$ cat config.mk
export PLATFORM = sky130hd
export DESIGN_NAME = component_health_tracker_top
export DESIGN_NICKNAME = d
export VERILOG_FILES = /design/src/rtl/cht_pkg.sv /design/src/rtl/cht_ctrl.sv /design/src/rtl/cht_dp.sv /design/src/rtl/component_health_tracker_top.sv
export SDC_FILE = /design/constraint.sdc
export NUM_CORES = 2
export LEC_CHECK = 0
export BUFFER_PORTS_ARGS = -buffer_cell sky130_fd_sc_hd__buf_4
export CORE_ASPECT_RATIO = 1.75
export CORE_MARGIN = 4
export CORE_UTILIZATION = 36
export DETAILED_ROUTE_END_ITERATION = 12
export GPL_TIMING_DRIVEN = 0
export PLACE_DENSITY = 0.58
export SETUP_SLACK_MARGIN = 0.4
export SYNTH_ARGS = -nofsm -noshare
export SYNTH_HDL_FRONTEND = slang
export SYNTH_SLANG_ARGS = --single-unit
$ cat constraint.sdc
create_clock -name clk -period 10.23 [get_ports clk]
set_input_delay 1.5345 -clock clk [delete_from_list [all_inputs] [get_ports clk]]
set_output_delay 1.5345 -clock clk [all_outputs]
set_load 0.01 [all_outputs]
$ cat src/rtl/cht_pkg.sv
// shared types, codes and helpers of the component health tracker
// no dependencies; imported by the controller, the datapath and the top level
package cht_pkg;

  localparam logic [15:0] ONE_Q15 = 16'h8000;

  // most plans one scan may emit
  localparam int MAX_RESULTS = 16;

  // request codes
  localparam logic [2:0] REQ_OBSERVE = 3'd0;
  localparam logic [2:0] REQ_ISOLATE = 3'd1;
  localparam logic [2:0] REQ_RECOVER = 3'd2;
  localparam logic [2:0] REQ_QUERY   = 3'd3;
  localparam logic [2:0] REQ_SCAN    = 3'd4;

  // condition codes
  localparam logic [1:0] COND_HEALTHY    = 2'd0;
  localparam logic [1:0] COND_DEGRADED   = 2'd1;
  localparam logic [1:0] COND_ISOLATED   = 2'd2;
  localparam logic [1:0] COND_RECOVERING = 2'd3;

  // configuration register indexes
  localparam logic [2:0] CFG_INITIAL_LEVEL  = 3'd0;
  localparam logic [2:0] CFG_SAMPLE_WEIGHT  = 3'd1;
  localparam logic [2:0] CFG_HEALTHY_LEVEL  = 3'd2;
  localparam logic [2:0] CFG_DEGRADED_LEVEL = 3'd3;

  // configuration reset values
  localparam logic [15:0] RST_INITIAL_LEVEL  = 16'd32768;
  localparam logic [15:0] RST_SAMPLE_WEIGHT  = 16'd11469;
  localparam logic [15:0] RST_HEALTHY_LEVEL  = 16'd24576;
  localparam logic [15:0] RST_DEGRADED_LEVEL = 16'd11469;

  typedef struct packed {
    logic [15:0] health;
    logic [1:0]  cond;
    logic [15:0] fail;
    logic [15:0] rec;
  } entry_t;

  typedef struct packed {
    logic        found;
    logic [3:0]  idx;
    logic [15:0] health;
    logic [1:0]  cond;
    logic [15:0] fail;
    logic [15:0] rec;
    logic [15:0] shortfall;
    logic        action;
    logic        last;
  } result_t;

  typedef struct packed {
    logic load;
    logic scan_rd;
    logic mul1;
    logic mul2;
    logic point_wr;
    logic scan_flush;
  } cmd_t;

  typedef struct packed {
    logic observe_hit;
    logic scan_done;
  } status_t;

  typedef enum logic [7:0] {
    ST_IDLE     = 8'b0000_0001,
    ST_RD       = 8'b0000_0010,
    ST_MUL1     = 8'b0000_0100,
    ST_MUL2     = 8'b0000_1000,
    ST_WR       = 8'b0001_0000,
    ST_SCAN     = 8'b0010_0000,
    ST_SCAN_END = 8'b0100_0000,
    ST_FLUSH    = 8'b1000_0000
  } state_t;

  function automatic logic [15:0] sat_one(input logic [15:0] v);
    return (v > ONE_Q15) ? ONE_Q15 : v;
  endfunction

  function automatic logic [15:0] sat_inc(input logic [15:0] v);
    return (v == 16'hFFFF) ? v : v + 16'd1;
  endfunction

endpackage

$ cat src/rtl/cht_ctrl.sv
// sequencer of the component health tracker
// depends on cht_pkg; drives the datapath through cmd_t and reads status_t
module cht_ctrl import cht_pkg::*; (
  input  logic       clk,
  input  logic       rst_n,
  input  logic       start,
  input  logic [2:0] in_req_type,
  input  status_t    st,
  output cmd_t       cmd,
  output logic       busy
);

  state_t state_r, state_nxt;

  always_comb begin
    state_nxt = state_r;
    unique case (state_r)
      ST_IDLE: begin
        if (start) begin
          state_nxt = (in_req_type == REQ_SCAN) ? ST_SCAN : ST_RD;
        end
      end
      ST_RD:       state_nxt = st.observe_hit ? ST_MUL1 : ST_WR;
      ST_MUL1:     state_nxt = ST_MUL2;
      ST_MUL2:     state_nxt = ST_WR;
      ST_WR:       state_nxt = ST_IDLE;
      ST_SCAN:     state_nxt = st.scan_done ? ST_SCAN_END : ST_SCAN;
      ST_SCAN_END: state_nxt = ST_FLUSH;
      ST_FLUSH:    state_nxt = ST_IDLE;
      default:     state_nxt = ST_IDLE;
    endcase
  end

  always_ff @(posedge clk) begin
    if (!rst_n) begin
      state_r <= ST_IDLE;
    end else begin
      state_r <= state_nxt;
    end
  end

  always_comb begin
    cmd.load       = (state_r == ST_IDLE) && start;
    cmd.scan_rd    = (state_r == ST_SCAN);
    cmd.mul1       = (state_r == ST_MUL1);
    cmd.mul2       = (state_r == ST_MUL2);
    cmd.point_wr   = (state_r == ST_WR);
    cmd.scan_flush = (state_r == ST_FLUSH);
  end

  assign busy = (state_r != ST_IDLE);

endmodule

$ cat src/rtl/cht_dp.sv
// datapath of the component health tracker: config registers, entry memory,
// ewma multiplier, scan plan buffer and result register; depends on cht_pkg
module cht_dp import cht_pkg::*; #(
  parameter int NUM_COMPONENTS = 16
) (
  input  logic               clk,
  input  logic               rst_n,
  input  cmd_t               cmd,
  output status_t            st,
  input  logic [2:0]         in_req_type,
  input  logic [3:0]         in_component_id,
  input  logic signed [16:0] in_level,
  input  logic               cfg_valid,
  input  logic [2:0]         cfg_index,
  input  logic [15:0]        cfg_wdata,
  output logic               res_strobe,
  output result_t            res
);

  localparam int AW    = $clog2(NUM_COMPONENTS);
  localparam int ACC_W = 31;
  localparam int PW    = $clog2(MAX_RESULTS + 1);

  // configuration
  logic [15:0] initial_level_r, sample_weight_r, healthy_level_r, degraded_level_r;

  always_ff @(posedge clk) begin
    if (!rst_n) begin
      initial_level_r  <= RST_INITIAL_LEVEL;
      sample_weight_r  <= RST_SAMPLE_WEIGHT;
      healthy_level_r  <= RST_HEALTHY_LEVEL;
      degraded_level_r <= RST_DEGRADED_LEVEL;
    end else if (cfg_valid) begin
      unique case (cfg_index)
        CFG_INITIAL_LEVEL:  initial_level_r  <= cfg_wdata;
        CFG_SAMPLE_WEIGHT:  sample_weight_r  <= cfg_wdata;
        CFG_HEALTHY_LEVEL:  healthy_level_r  <= cfg_wdata;
        CFG_DEGRADED_LEVEL: degraded_level_r <= cfg_wdata;
        default: ;
      endcase
    end
  end

  // captured request
  logic [2:0]  req_r;
  logic [3:0]  id_r;
  logic [15:0] lvl_r;
  logic [15:0] lvl_clamped;

  always_comb begin
    if (in_level[16]) begin
      lvl_clamped = 16'd0;
    end else begin
      lvl_clamped = sat_one(in_level[15:0]);
    end
  end

  always_ff @(posedge clk) begin
    if (cmd.load) begin
      req_r <= in_req_type;
      id_r  <= in_component_id;
      lvl_r <= lvl_clamped;
    end
  end

  logic          inrange;
  logic [AW-1:0] id_addr;
  assign inrange = (7'(id_r) < 7'(NUM_COMPONENTS));
  assign id_addr = AW'(id_r);

  // scan counter
  logic [AW-1:0] scan_cnt_r;
  always_ff @(posedge clk) begin
    if (!rst_n || cmd.load) begin
      scan_cnt_r <= '0;
    end else if (cmd.scan_rd) begin
      scan_cnt_r <= scan_cnt_r + AW'(1);
    end
  end

  // entry memory and valid bits
  entry_t                    mem [NUM_COMPONENTS];
  logic [NUM_COMPONENTS-1:0] valid_r;
  logic [AW-1:0]             rd_addr;
  entry_t                    rd_data_r;
  logic                      rd_vld_r;
  logic [AW-1:0]             rd_idx_r;
  logic                      rd_live_r;
  logic                      wr_en;
  logic                      set_valid;
  entry_t                    wr_data;

  assign rd_addr = cmd.scan_rd ? scan_cnt_r : id_addr;

  always_ff @(posedge clk) begin
    if (wr_en) begin
      mem[id_addr] <= wr_data;
    end
    rd_data_r <= mem[rd_addr];
    rd_idx_r  <= rd_addr;
    rd_vld_r  <= (7'(rd_addr) < 7'(NUM_COMPONENTS)) ? valid_r[rd_addr] : 1'b0;
  end

  always_ff @(posedge clk) begin
    if (!rst_n) begin
      valid_r   <= '0;
      rd_live_r <= 1'b0;
    end else begin
      rd_live_r <= cmd.scan_rd;
      if (set_valid) begin
        valid_r[id_addr] <= 1'b1;
      end
    end
  end

  // record as seen by a point request; a missing entry reads as a fresh one
  entry_t cur;
  logic   present;
  always_comb begin
    if (rd_vld_r) begin
      cur = rd_data_r;
    end else begin
      cur.health = sat_one(initial_level_r);
      cur.cond   = COND_HEALTHY;
      cur.fail   = 16'd0;
      cur.rec    = 16'd0;
    end
  end
  assign present = inrange && rd_vld_r;

  // ewma in two multiply steps (mul1, mul2), one multiplier each
  logic [15:0]      w_sat, w_old;
  logic [ACC_W-1:0] prod_r, acc_r;
  assign w_sat = sat_one(sample_weight_r);
  assign w_old = ONE_Q15 - w_sat;

  always_ff @(posedge clk) begin
    if (cmd.mul1) begin
      prod_r <= ACC_W'(32'(cur.health) * 32'(w_old));
    end
    if (cmd.mul2) begin
      acc_r <= prod_r + ACC_W'(32'(lvl_r) * 32'(w_sat));
    end
  end

  assign st.observe_hit = (req_r == REQ_OBSERVE) && inrange;
  assign st.scan_done   = (scan_cnt_r == AW'(NUM_COMPONENTS - 1));

  // point update
  logic [15:0] h_obs;
  logic [1:0]  cond_obs;
  result_t     point_res;

  assign h_obs = acc_r[ACC_W-1:15];

  always_comb begin
    if (h_obs >= healthy_level_r) begin
      cond_obs = COND_HEALTHY;
    end else if (h_obs >= degraded_level_r) begin
      cond_obs = COND_DEGRADED;
    end else begin
      cond_obs = COND_ISOLATED;
    end
  end

  always_comb begin
    wr_en          = 1'b0;
    set_valid      = 1'b0;
    wr_data        = cur;
    point_res      = '0;
    point_res.idx  = id_r;
    point_res.last = 1'b1;
    if (st.observe_hit) begin
      wr_data.health = h_obs;
      wr_data.cond   = cond_obs;
      wr_data.fail   = (lvl_r < cur.health) ? sat_inc(cur.fail) : cur.fail;
      wr_en          = cmd.point_wr;
      set_valid      = cmd.point_wr;
    end else if (present) begin
      unique case (req_r)
        REQ_ISOLATE: begin
          wr_data.cond = COND_ISOLATED;
          wr_en        = cmd.point_wr;
        end
        REQ_RECOVER: begin
          wr_data.health = lvl_r;
          wr_data.cond   = (lvl_r >= healthy_level_r) ? COND_HEALTHY : COND_RECOVERING;
          wr_data.rec    = sat_inc(cur.rec);
          wr_en          = cmd.point_wr;
        end
        default: ;
      endcase
    end
    if (wr_en || (present && (req_r == REQ_QUERY))) begin
      point_res.found  = 1'b1;
      point_res.health = wr_data.health;
      point_res.cond   = wr_data.cond;
      point_res.fail   = wr_data.fail;
      point_res.rec    = wr_data.rec;
    end
  end

  // scan plans: hold one plan back so the final one can carry last_item;
  // only the first MAX_RESULTS plans of a scan are taken
  logic          scan_hit;
  result_t       scan_res;
  logic          pend_valid_r;
  result_t       pend_r;
  logic [PW-1:0] plan_cnt_r;

  assign scan_hit = rd_live_r && rd_vld_r && (rd_data_r.cond != COND_HEALTHY) &&
                    (plan_cnt_r < PW'(MAX_RESULTS));

  always_comb begin
    scan_res           = '0;
    scan_res.found     = 1'b1;
    scan_res.idx       = 4'(rd_idx_r);
    scan_res.health    = rd_data_r.health;
    scan_res.cond      = rd_data_r.cond;
    scan_res.fail      = rd_data_r.fail;
    scan_res.rec       = rd_data_r.rec;
    scan_res.shortfall = ONE_Q15 - sat_one(rd_data_r.health);
    scan_res.action    = (rd_data_r.cond == COND_ISOLATED);
  end

  always_ff @(posedge clk) begin
    if (!rst_n || cmd.load) begin
      pend_valid_r <= 1'b0;
      plan_cnt_r   <= '0;
    end else if (scan_hit) begin
      pend_valid_r <= 1'b1;
      plan_cnt_r   <= plan_cnt_r + PW'(1);
    end
    if (scan_hit) begin
      pend_r <= scan_res;
    end
  end

  // result register
  logic    res_strobe_r, res_strobe_nxt;
  result_t res_r, res_nxt;

  always_comb begin
    res_strobe_nxt = 1'b0;
    res_nxt        = point_res;
    if (cmd.point_wr) begin
      res_strobe_nxt = 1'b1;
    end else if (scan_hit && pend_valid_r) begin
      res_strobe_nxt = 1'b1;
      res_nxt        = pend_r;
      res_nxt.last   = 1'b0;
    end else if (cmd.scan_flush) begin
      res_strobe_nxt = 1'b1;
      if (pend_valid_r) begin
        res_nxt      = pend_r;
      end else begin
        res_nxt      = '0;
      end
      res_nxt.last   = 1'b1;
    end
  end

  always_ff @(posedge clk) begin
    if (!rst_n) begin
      res_strobe_r <= 1'b0;
    end else begin
      res_strobe_r <= res_strobe_nxt;
    end
    res_r <= res_nxt;
  end

  assign res_strobe = res_strobe_r;
  assign res        = res_r;

endmodule

$ cat src/rtl/component_health_tracker_top.sv
// top level of the component health tracker
// depends on cht_pkg, cht_ctrl and cht_dp
//
//  channel   handshake                       payload
//  -------   -----------------------------   ------------------------------------
//  request   start & !busy                   in_req_type, in_component_id, in_level
//  result    out_strobe (one cycle, no hold) out_found .. out_last_item
//  config    cfg_valid & cfg_ready           cfg_index, cfg_wdata
//
// isolate, recover, query and unknown requests: busy in read and write states,
// result beat in the cycle after busy drops; observe on a table entry: busy in
// read, two multiply steps and write; scan: busy while the one read port of the
// entry memory walks every entry, then in scan end and flush; plans leave one per
// non-healthy entry, at most 16, the final one in the cycle after busy drops
// reset is synchronous, active low; it clears valid bits, config and control
// the receiver cannot stall: every result beat shows for exactly one cycle
// cfg_ready is low while busy, so register writes only land between requests
module component_health_tracker_top import cht_pkg::*; #(
  parameter int NUM_COMPONENTS = 16
) (
  input  logic               clk,
  input  logic               rst_n,
  // request channel
  input  logic               start,
  output logic               busy,
  input  logic [2:0]         in_req_type,
  input  logic [3:0]         in_component_id,
  input  logic signed [16:0] in_level,
  // result channel
  output logic               out_strobe,
  output logic               out_found,
  output logic [3:0]         out_entry_index,
  output logic [15:0]        out_health_level,
  output logic [1:0]         out_condition,
  output logic [15:0]        out_failures_seen,
  output logic [15:0]        out_recoveries_done,
  output logic [15:0]        out_shortfall,
  output logic               out_plan_action,
  output logic               out_last_item,
  // configuration write channel
  input  logic               cfg_valid,
  output logic               cfg_ready,
  input  logic [2:0]         cfg_index,
  input  logic [15:0]        cfg_wdata
);

  cmd_t    cmd;
  status_t st;
  result_t res;

  // controller: one-hot sequencer for point requests and the scan walk
  cht_ctrl u_ctrl (
    .clk         (clk),
    .rst_n       (rst_n),
    .start       (start),
    .in_req_type (in_req_type),
    .st          (st),
    .cmd         (cmd),
    .busy        (busy)
  );

  // datapath: config, entry table, ewma, plan buffer, result register
  cht_dp #(
    .NUM_COMPONENTS (NUM_COMPONENTS)
  ) u_dp (
    .clk             (clk),
    .rst_n           (rst_n),
    .cmd             (cmd),
    .st              (st),
    .in_req_type     (in_req_type),
    .in_component_id (in_component_id),
    .in_level        (in_level),
    .cfg_valid       (cfg_valid && cfg_ready),
    .cfg_index       (cfg_index),
    .cfg_wdata       (cfg_wdata),
    .res_strobe      (out_strobe),
    .res             (res)
  );

  // config writes wait while a request is in flight
  assign cfg_ready = !busy;

  // unpack the result beat
  assign out_found           = res.found;
  assign out_entry_index     = res.idx;
  assign out_health_level    = res.health;
  assign out_condition       = res.cond;
  assign out_failures_seen   = res.fail;
  assign out_recoveries_done = res.rec;
  assign out_shortfall       = res.shortfall;
  assign out_plan_action     = res.action;
  assign out_last_item       = res.last;

endmodule

* Word-level counts from Yosys, hierarchy flattened *
Memory sizes are Yosys's and may differ from the RTL's. A register that Yosys moved wholly into a read port is not among the register bits.
Cells that the tools add are included.

cells by class
  add/subtract/negate cells = 7
  reduce and logical (&&, ||, !) cells = 21
  bitwise logic cells = 1
  eq/ne operators = 21
  $lt $le $gt $ge = 12
  $mul = 2
  multiplexer cells = 44

operator list
  operator                  count
  $mux W73                  4
  $mux W16                  12
  $mux W50                  2
  $gt A16 B16 Y1 const B    4
  $mul A16 B16 Y31          2
  $ge A16 B16 Y1            3
  $pmux W8 S6               1
  $mux W18                  2
  $add A16 B1 Y16 const B   2
  $eq A16 B16 Y1 const B    2
  $sub A16 B16 Y16 const A  2
  $add A31 B31 Y31          1
  $lt A16 B16 Y1            1
  $or A16 B16 Y16           1
  $eq A3 B2 Y1 const B      4
  $mux W1                   12
  $lt A4 B5 Y1 const B      2
  $eq A8 B1 Y1 const B      1
  $eq A8 B2 Y1 const B      1
  $eq A8 B3 Y1 const B      1
  $eq A8 B4 Y1 const B      1
  $eq A8 B5 Y1 const B      1
  $eq A8 B6 Y1 const B      1
  $eq A8 B7 Y1 const B      1
  27 further kinds          44

storage, ports and cells
  memories = 1
  bits in writable memories = 800
  bits of input ports = 47
  logic and storage cells = 144
  output and inout bits = 76
  flip-flop bits (word level) = 334

memory list
  name      depth  width  read ports  clocked after Yosys merged registers in  write ports  line          RTL
  u_dp.mem  16     50     1           1                                        1            cht_dp.sv:82  entry_t mem [NUM_COMPONENTS];

* Longest topological paths before layout *
  depth after elaboration = 12
  gate-level depth with buffers = 36
  gate-level depth less buffers = 33

* By module *
Synthesis repeated with hierarchy kept, for this count alone.

unflattened totals
  cells, all modules = 5,815
  area, all modules = 63,210.6 µm²

modules (own cells, without submodules)
  module                        area an instance (µm²)  sequential area each (µm²)  times used  cells each
  cht_dp                        62,776.5                32,661.3                    1           5,762
  cht_ctrl                      424.2                   160.2                       1           51
  component_health_tracker_top  10.0                    0.0                         1           2

* Worst setup path before layout *
No wires, ideal clock.

  path kind = flip-flop to flip-flop
  from = register u_dp.sample_weight_r[2]
  to = register u_dp.prod_r[23], data pin
  cell stages (with the launch flop) = 37
  buffers on the path = 3
  arrival time = 7.994 ns
  setup time = 0.259 ns
  setup slack = 1.977 ns
  period minus slack after synthesis = 8.253 ns
  required time = 9.971 ns
  cells stage by stage = dfxtp_1 -> or3_4 -> nand4b_4 -> or3_1 -> buf_2 -> o31ai_4 -> and2_1 -> buf_4 -> inv_1 -> ha_1 -> inv_1 -> a211o_2 -> nor2_1 -> a21oi_2 -> buf_2 -> nand2_1 -> fa_1 -> inv_1 -> fa_1 -> inv_1 -> fa_1 -> inv_1 -> fa_1 -> fa_1 -> inv_1 -> fa_1 -> inv_1 -> ha_1 -> a211o_1 -> nor3_1 -> o211ai_1 -> nand3_1 -> o22ai_1 -> a221o_1 -> a21o_1 -> a21oi_1 -> xnor2_1

between the ends
  cells in the longest elaborated chain, start to end = 4

ends and longest elaborated chain
  what                    line           RTL
  from (decl)             cht_dp.sv:25   logic [15:0] initial_level_r, sample_weight_r, healthy_level_r, degraded_level_r;
  from (signal assigned)  cht_dp.sv:36   CFG_SAMPLE_WEIGHT: sample_weight_r <= cfg_wdata;
  $gt A16 B16 Y1          cht_pkg.sv:80  return (v > ONE_Q15) ? ONE_Q15 : v;
  $mux W16 (*)            cht_pkg.sv:80
  $sub A16 B16 Y16 (*)    cht_dp.sv:135  assign w_old = ONE_Q15 - w_sat;
  $mul A16 B16 Y31 (*)    cht_dp.sv:139  prod_r <= ACC_W'(32'(cur.health) * 32'(w_old));
  to (signal assigned)    cht_dp.sv:139
  to (decl)               cht_dp.sv:133  logic [ACC_W-1:0] prod_r, acc_r;

Mark *: on every way between the ends. The rest lies on a longest branch, timed or not.
A chain may end at the register's enable or synchronous reset.

* Final worst setup path *
  from = register u_dp.rd_vld_r (netlist: u_dp.present)
  to = register u_dp.prod_r[21], data pin

between the ends
  cells in the longest elaborated chain, start to end = 2

ends and longest elaborated chain
  what                    line           RTL
  from (decl)             cht_dp.sv:86   logic rd_vld_r;
  from (signal assigned)  cht_dp.sv:101  rd_vld_r <= (7'(rd_addr) < 7'(NUM_COMPONENTS)) ? valid_r[rd_addr] : 1'b0;
  $mux W50                cht_dp.sv:120  if (rd_vld_r) begin
  $mul A16 B16 Y31        cht_dp.sv:139

Every way passes these cells.

==> reports/qor.txt <==
Final Wtd Congestion: 0.942
Fill cell count: 16700
Hold Vio Cnt, Final: 0
Initial antenna violation count: 10
Hold WC Path Type: register to register
Status: finished, final reports clean
DR iter-0 viols: 3526
RSZ-0062 raised after global routing: no
Port buffer count: 121
Most common cell on crit path: fa_1
Hold endpoint: u_dp.pend_r[68]
Max Freq: 104 MHz
Overflow after GRT: 0
Min Hold Slack: 0.414 ns
Critical Path Sink Type: register
CP peak stage delay: 0.64 ns
Number of global-route vias before repair: 46500
WL per Instance: 24.4 um
Sequential element share of the synthesized area: 0.517
Commonest non-fill, non-tap cell in the layout: nand2_1
Synth-to-layout area growth: 13.7%
Placed Cells incl. Taps: 8263
Die height: 564 um
Final slew viol count: 0
GRT Overall Usage: 0.222
Clock transition at path regs: 0.07 ns
Syn nets: 6554
Final setup fails: 0
Drt drc: 0
Syn Inst Count: 5830
Syn Std Cell Area: 63500 um^2
Period Utilization, post-route: 0.941
Post-synth top flop: edfxtp_1
Worst-Margin Slew: 1.32 ns
Worst relative slew slack: 0.0941
Global-route wire length before repair: 302 mm
Post-DP HPWL: 160 mm
I/O pin total: 123
# nets final: 6847
CP startpoint: u_dp.present
Core area: 175000 um^2
Vias after detailed routing: 45000
Overall power: 17.7 mW
Worst Skew: 0.0538 ns
Min Tclk post-route: 9.63 ns
HP Start: u_dp.rd_idx_r[0]
Slowest-stage cell, CP: clkbuf_2
Max clock buf depth: 3
Most frequent cells in the layout: 1338 x nand2_1, 941 x edfxtp_1, 596 x inv_1, 442 x nand3_1, 414 x fa_1
Clock Root Buffer: clkbuf_16
Largest family of logic cells by synthesized area: adder cells
Crit-path leading delay family: adder cells
Worst-path fanout max: 11
First-pass DRT Iterations: 6
Starting Density: 0.363
Synth Register Bits: 1169
Worst Hold Depth: 0
Crit Path Category: register to register
CP Data Arrival Time: 10.10 ns
Adder-cell share of the synthesized area: 0.182
Crit path launch type: register
Post-synthesis mux area share: 0.00311
Total Wirelength: 207 mm
Remaining antenna violation count: 0
Required @ worst endpoint: 10.70 ns
Max-cap violations: 0
CP cell instances: clkbuf_2 -> clkbuf_2 -> clkbuf_2 -> clkbuf_2 -> a22o_1 -> clkbuf_1 -> nand2_1 -> fa_1 -> fa_1 -> fa_1 -> inv_1 -> fa_1 -> fa_1 -> inv_1 -> fa_1 -> inv_1 -> ha_1 -> a211o_1 -> nor3_1 -> o211ai_1 -> nand3_1 -> o22ai_1 -> a221o_2 -> xor2_2
Largest net degree at the start of global routing: 32
Dpl ws: -1.08 ns
Leak pwr: 28.8 nW
Post-synth cell types: 89
TritonCTS clock tree: done
Placement row count: 203
Clk_lat worst skew: 0.75 ns
Vias per std cell: 5.31
Clock sinks: 1169
CTS H-tree lvls: 3
RR Endpoint: u_dp.prod_r[21]
Die width: 326 um
Fraction of layout cells with a size suffix above 1: 0.0833
Die area: 184000 um^2
Slack of the worst reg-to-reg path: 0.60 ns
Worst Slack Setup Final: 0.604 ns
PwrDens: 245 nW/um^2
Buf/Inv on CP: 8
Compound-gate portion of the synthesized area: 0.0571
Cells on worst reg2reg path: 24
Post-synth ARST share: 0
Synth Area per Inst: 10.9 um^2
Yosys warns: 0
Synth Area in XOR/XNOR: 0.0159
Post-Synth Simple-Gate Area: 0.169
CTS buffer count: 109
Non-Filler Instances: 8480
Number of synthesized flops with an enable pin: 941
VDD IR-drop max: 0.295 mV
Reg-to-Reg Start: u_dp.present
area by class of cell:
cell class	count	area (um^2)	share of cell area
inverter	606	2280	0.0315
clock inverter	52	586	0.00810
multi-input combinational	3747	27400	0.379
antenna	5	12.5	0.000173
timing repair buffer	182	1770	0.0245
sequential	1169	32800	0.454
buffer	308	1280	0.0177
tap	2255	2820	0.0390
clock buffer	156	3280	0.0453
worst max path at each step:
stage                      endpoint  slack [ns]  depth (start not counted)
floorplan           u_dp.prod_r[23]        1.98                         36
global placement    u_dp.mem[3][27]       -1.88                          7
detailed placement  u_dp.prod_r[21]       -1.08                         24
CTS                 u_dp.prod_r[29]        0.43                         36
global route        u_dp.prod_r[23]        0.39                         36
finish              u_dp.prod_r[21]        0.60                         24
power by group:
| group | internal [mW] | switching [mW] |
|---|---|---|
| Clock | 2.45 | 1.88 |
| Sequential | 5.62 | 0.131 |
| Combinational | 2.82 | 4.79 |
registers in the layout, indices dropped and copies added, names as in the netlist, 31 cells and up:
register	flops
u_dp.pend_r	71
u_dp.rd_data_r	50
u_dp.mem	800
u_dp.prod_r	31
u_dp.res	73
synth_stat cells (5+ instances only):
cell type | n | share of area
xnor2_1 | 56 | 0.0077
o21ai_0 | 43 | 0.0034
inv_2 | 5 | 0.00030
and2_1 | 118 | 0.012
nand2b_1 | 24 | 0.0024
and4_1 | 6 | 0.00083
fa_1 | 414 | 0.13
o21ai_1 | 9 | 0.00071
a31oi_1 | 56 | 0.0055
o21a_1 | 9 | 0.0011
xor2_1 | 48 | 0.0066
ha_1 | 263 | 0.052
and3_1 | 83 | 0.0082
or3_1 | 11 | 0.0011
nor3_1 | 45 | 0.0035
inv_1 | 597 | 0.035
nand2_1 | 1338 | 0.079
nand3_1 | 442 | 0.035
nand4b_1 | 6 | 0.00083
a22o_1 | 53 | 0.0073
nand4_1 | 18 | 0.0018
clkbuf_1 | 231 | 0.014
nor2_1 | 271 | 0.016
nor4_1 | 8 | 0.00079
a221oi_1 | 11 | 0.0015
a21o_1 | 38 | 0.0045
a21oi_1 | 110 | 0.0087
o211ai_1 | 21 | 0.0025
dfxtp_1 | 228 | 0.072
edfxtp_1 | 941 | 0.44
a211oi_1 | 6 | 0.00071
nor2b_1 | 29 | 0.0029
buf_1 | 10 | 0.00059
a311oi_1 | 102 | 0.014
mux2i_1 | 7 | 0.0011
nand3b_1 | 6 | 0.00071
buf_2 | 60 | 0.0047
o21bai_1 | 9 | 0.0011
mux2_2 | 10 | 0.0018
buf_4 | 5 | 0.00059
metrics by stage:
stage	area (um^2)	setup TNS (ns)	utilization
4_1_cts	72100	0	0.412
2_1_floorplan	63500	0	-
3_5_place_dp	68200	-8.24	0.389
3_3_place_gp	67300	-356.82	0.384
5_1_grt	72300	0	0.412
6_report	72300	0	0.412
routing by layer:
metal  wire (um)  GRT usage
met1       72400      0.236
met3       12400     0.0352
met2      107000      0.407
met5          39          0
met4       15300      0.148
what timing repair did:
action / in CTS / in global routing
gates cloned: 0 / 0
pin swaps: 0 / 1
resized for setup: 9 / 14
hold buffers: 0 / 0
endpoints found under the setup margin: 16 / 11
buffers inserted: 0 / 3
hold endpoints to repair: 0 / 0
worst reg2reg max path: stages (launching register included):
cell and delay, ns:
dfxtp_1 0.52, clkbuf_2 0.64, clkbuf_2 0.45, clkbuf_2 0.44
clkbuf_2 0.61, a22o_1 0.32, clkbuf_1 0.64, nand2_1 0.17
fa_1 0.53, fa_1 0.49, fa_1 0.55, inv_1 0.05
fa_1 0.50, fa_1 0.49, inv_1 0.06, fa_1 0.47
inv_1 0.04, ha_1 0.35, a211o_1 0.37, nor3_1 0.16
o211ai_1 0.19, nand3_1 0.17, o22ai_1 0.18, a221o_2 0.44
xor2_2 0.52
kinds of logic (layout without fill, tap and decap cells):
family	Yosys count	count (layout)
other	0	5
XOR/XNOR	108	108
AO/OA/AOI/OAI	507	507
buffers and inverters	914	1304
multiplexers	18	18
flip-flops	1169	1169
AND/OR/NAND/NOR	2436	2436
adder cells (fa/ha/maj)	678	678
Note: power is estimated with default switching activity, not from simulation.
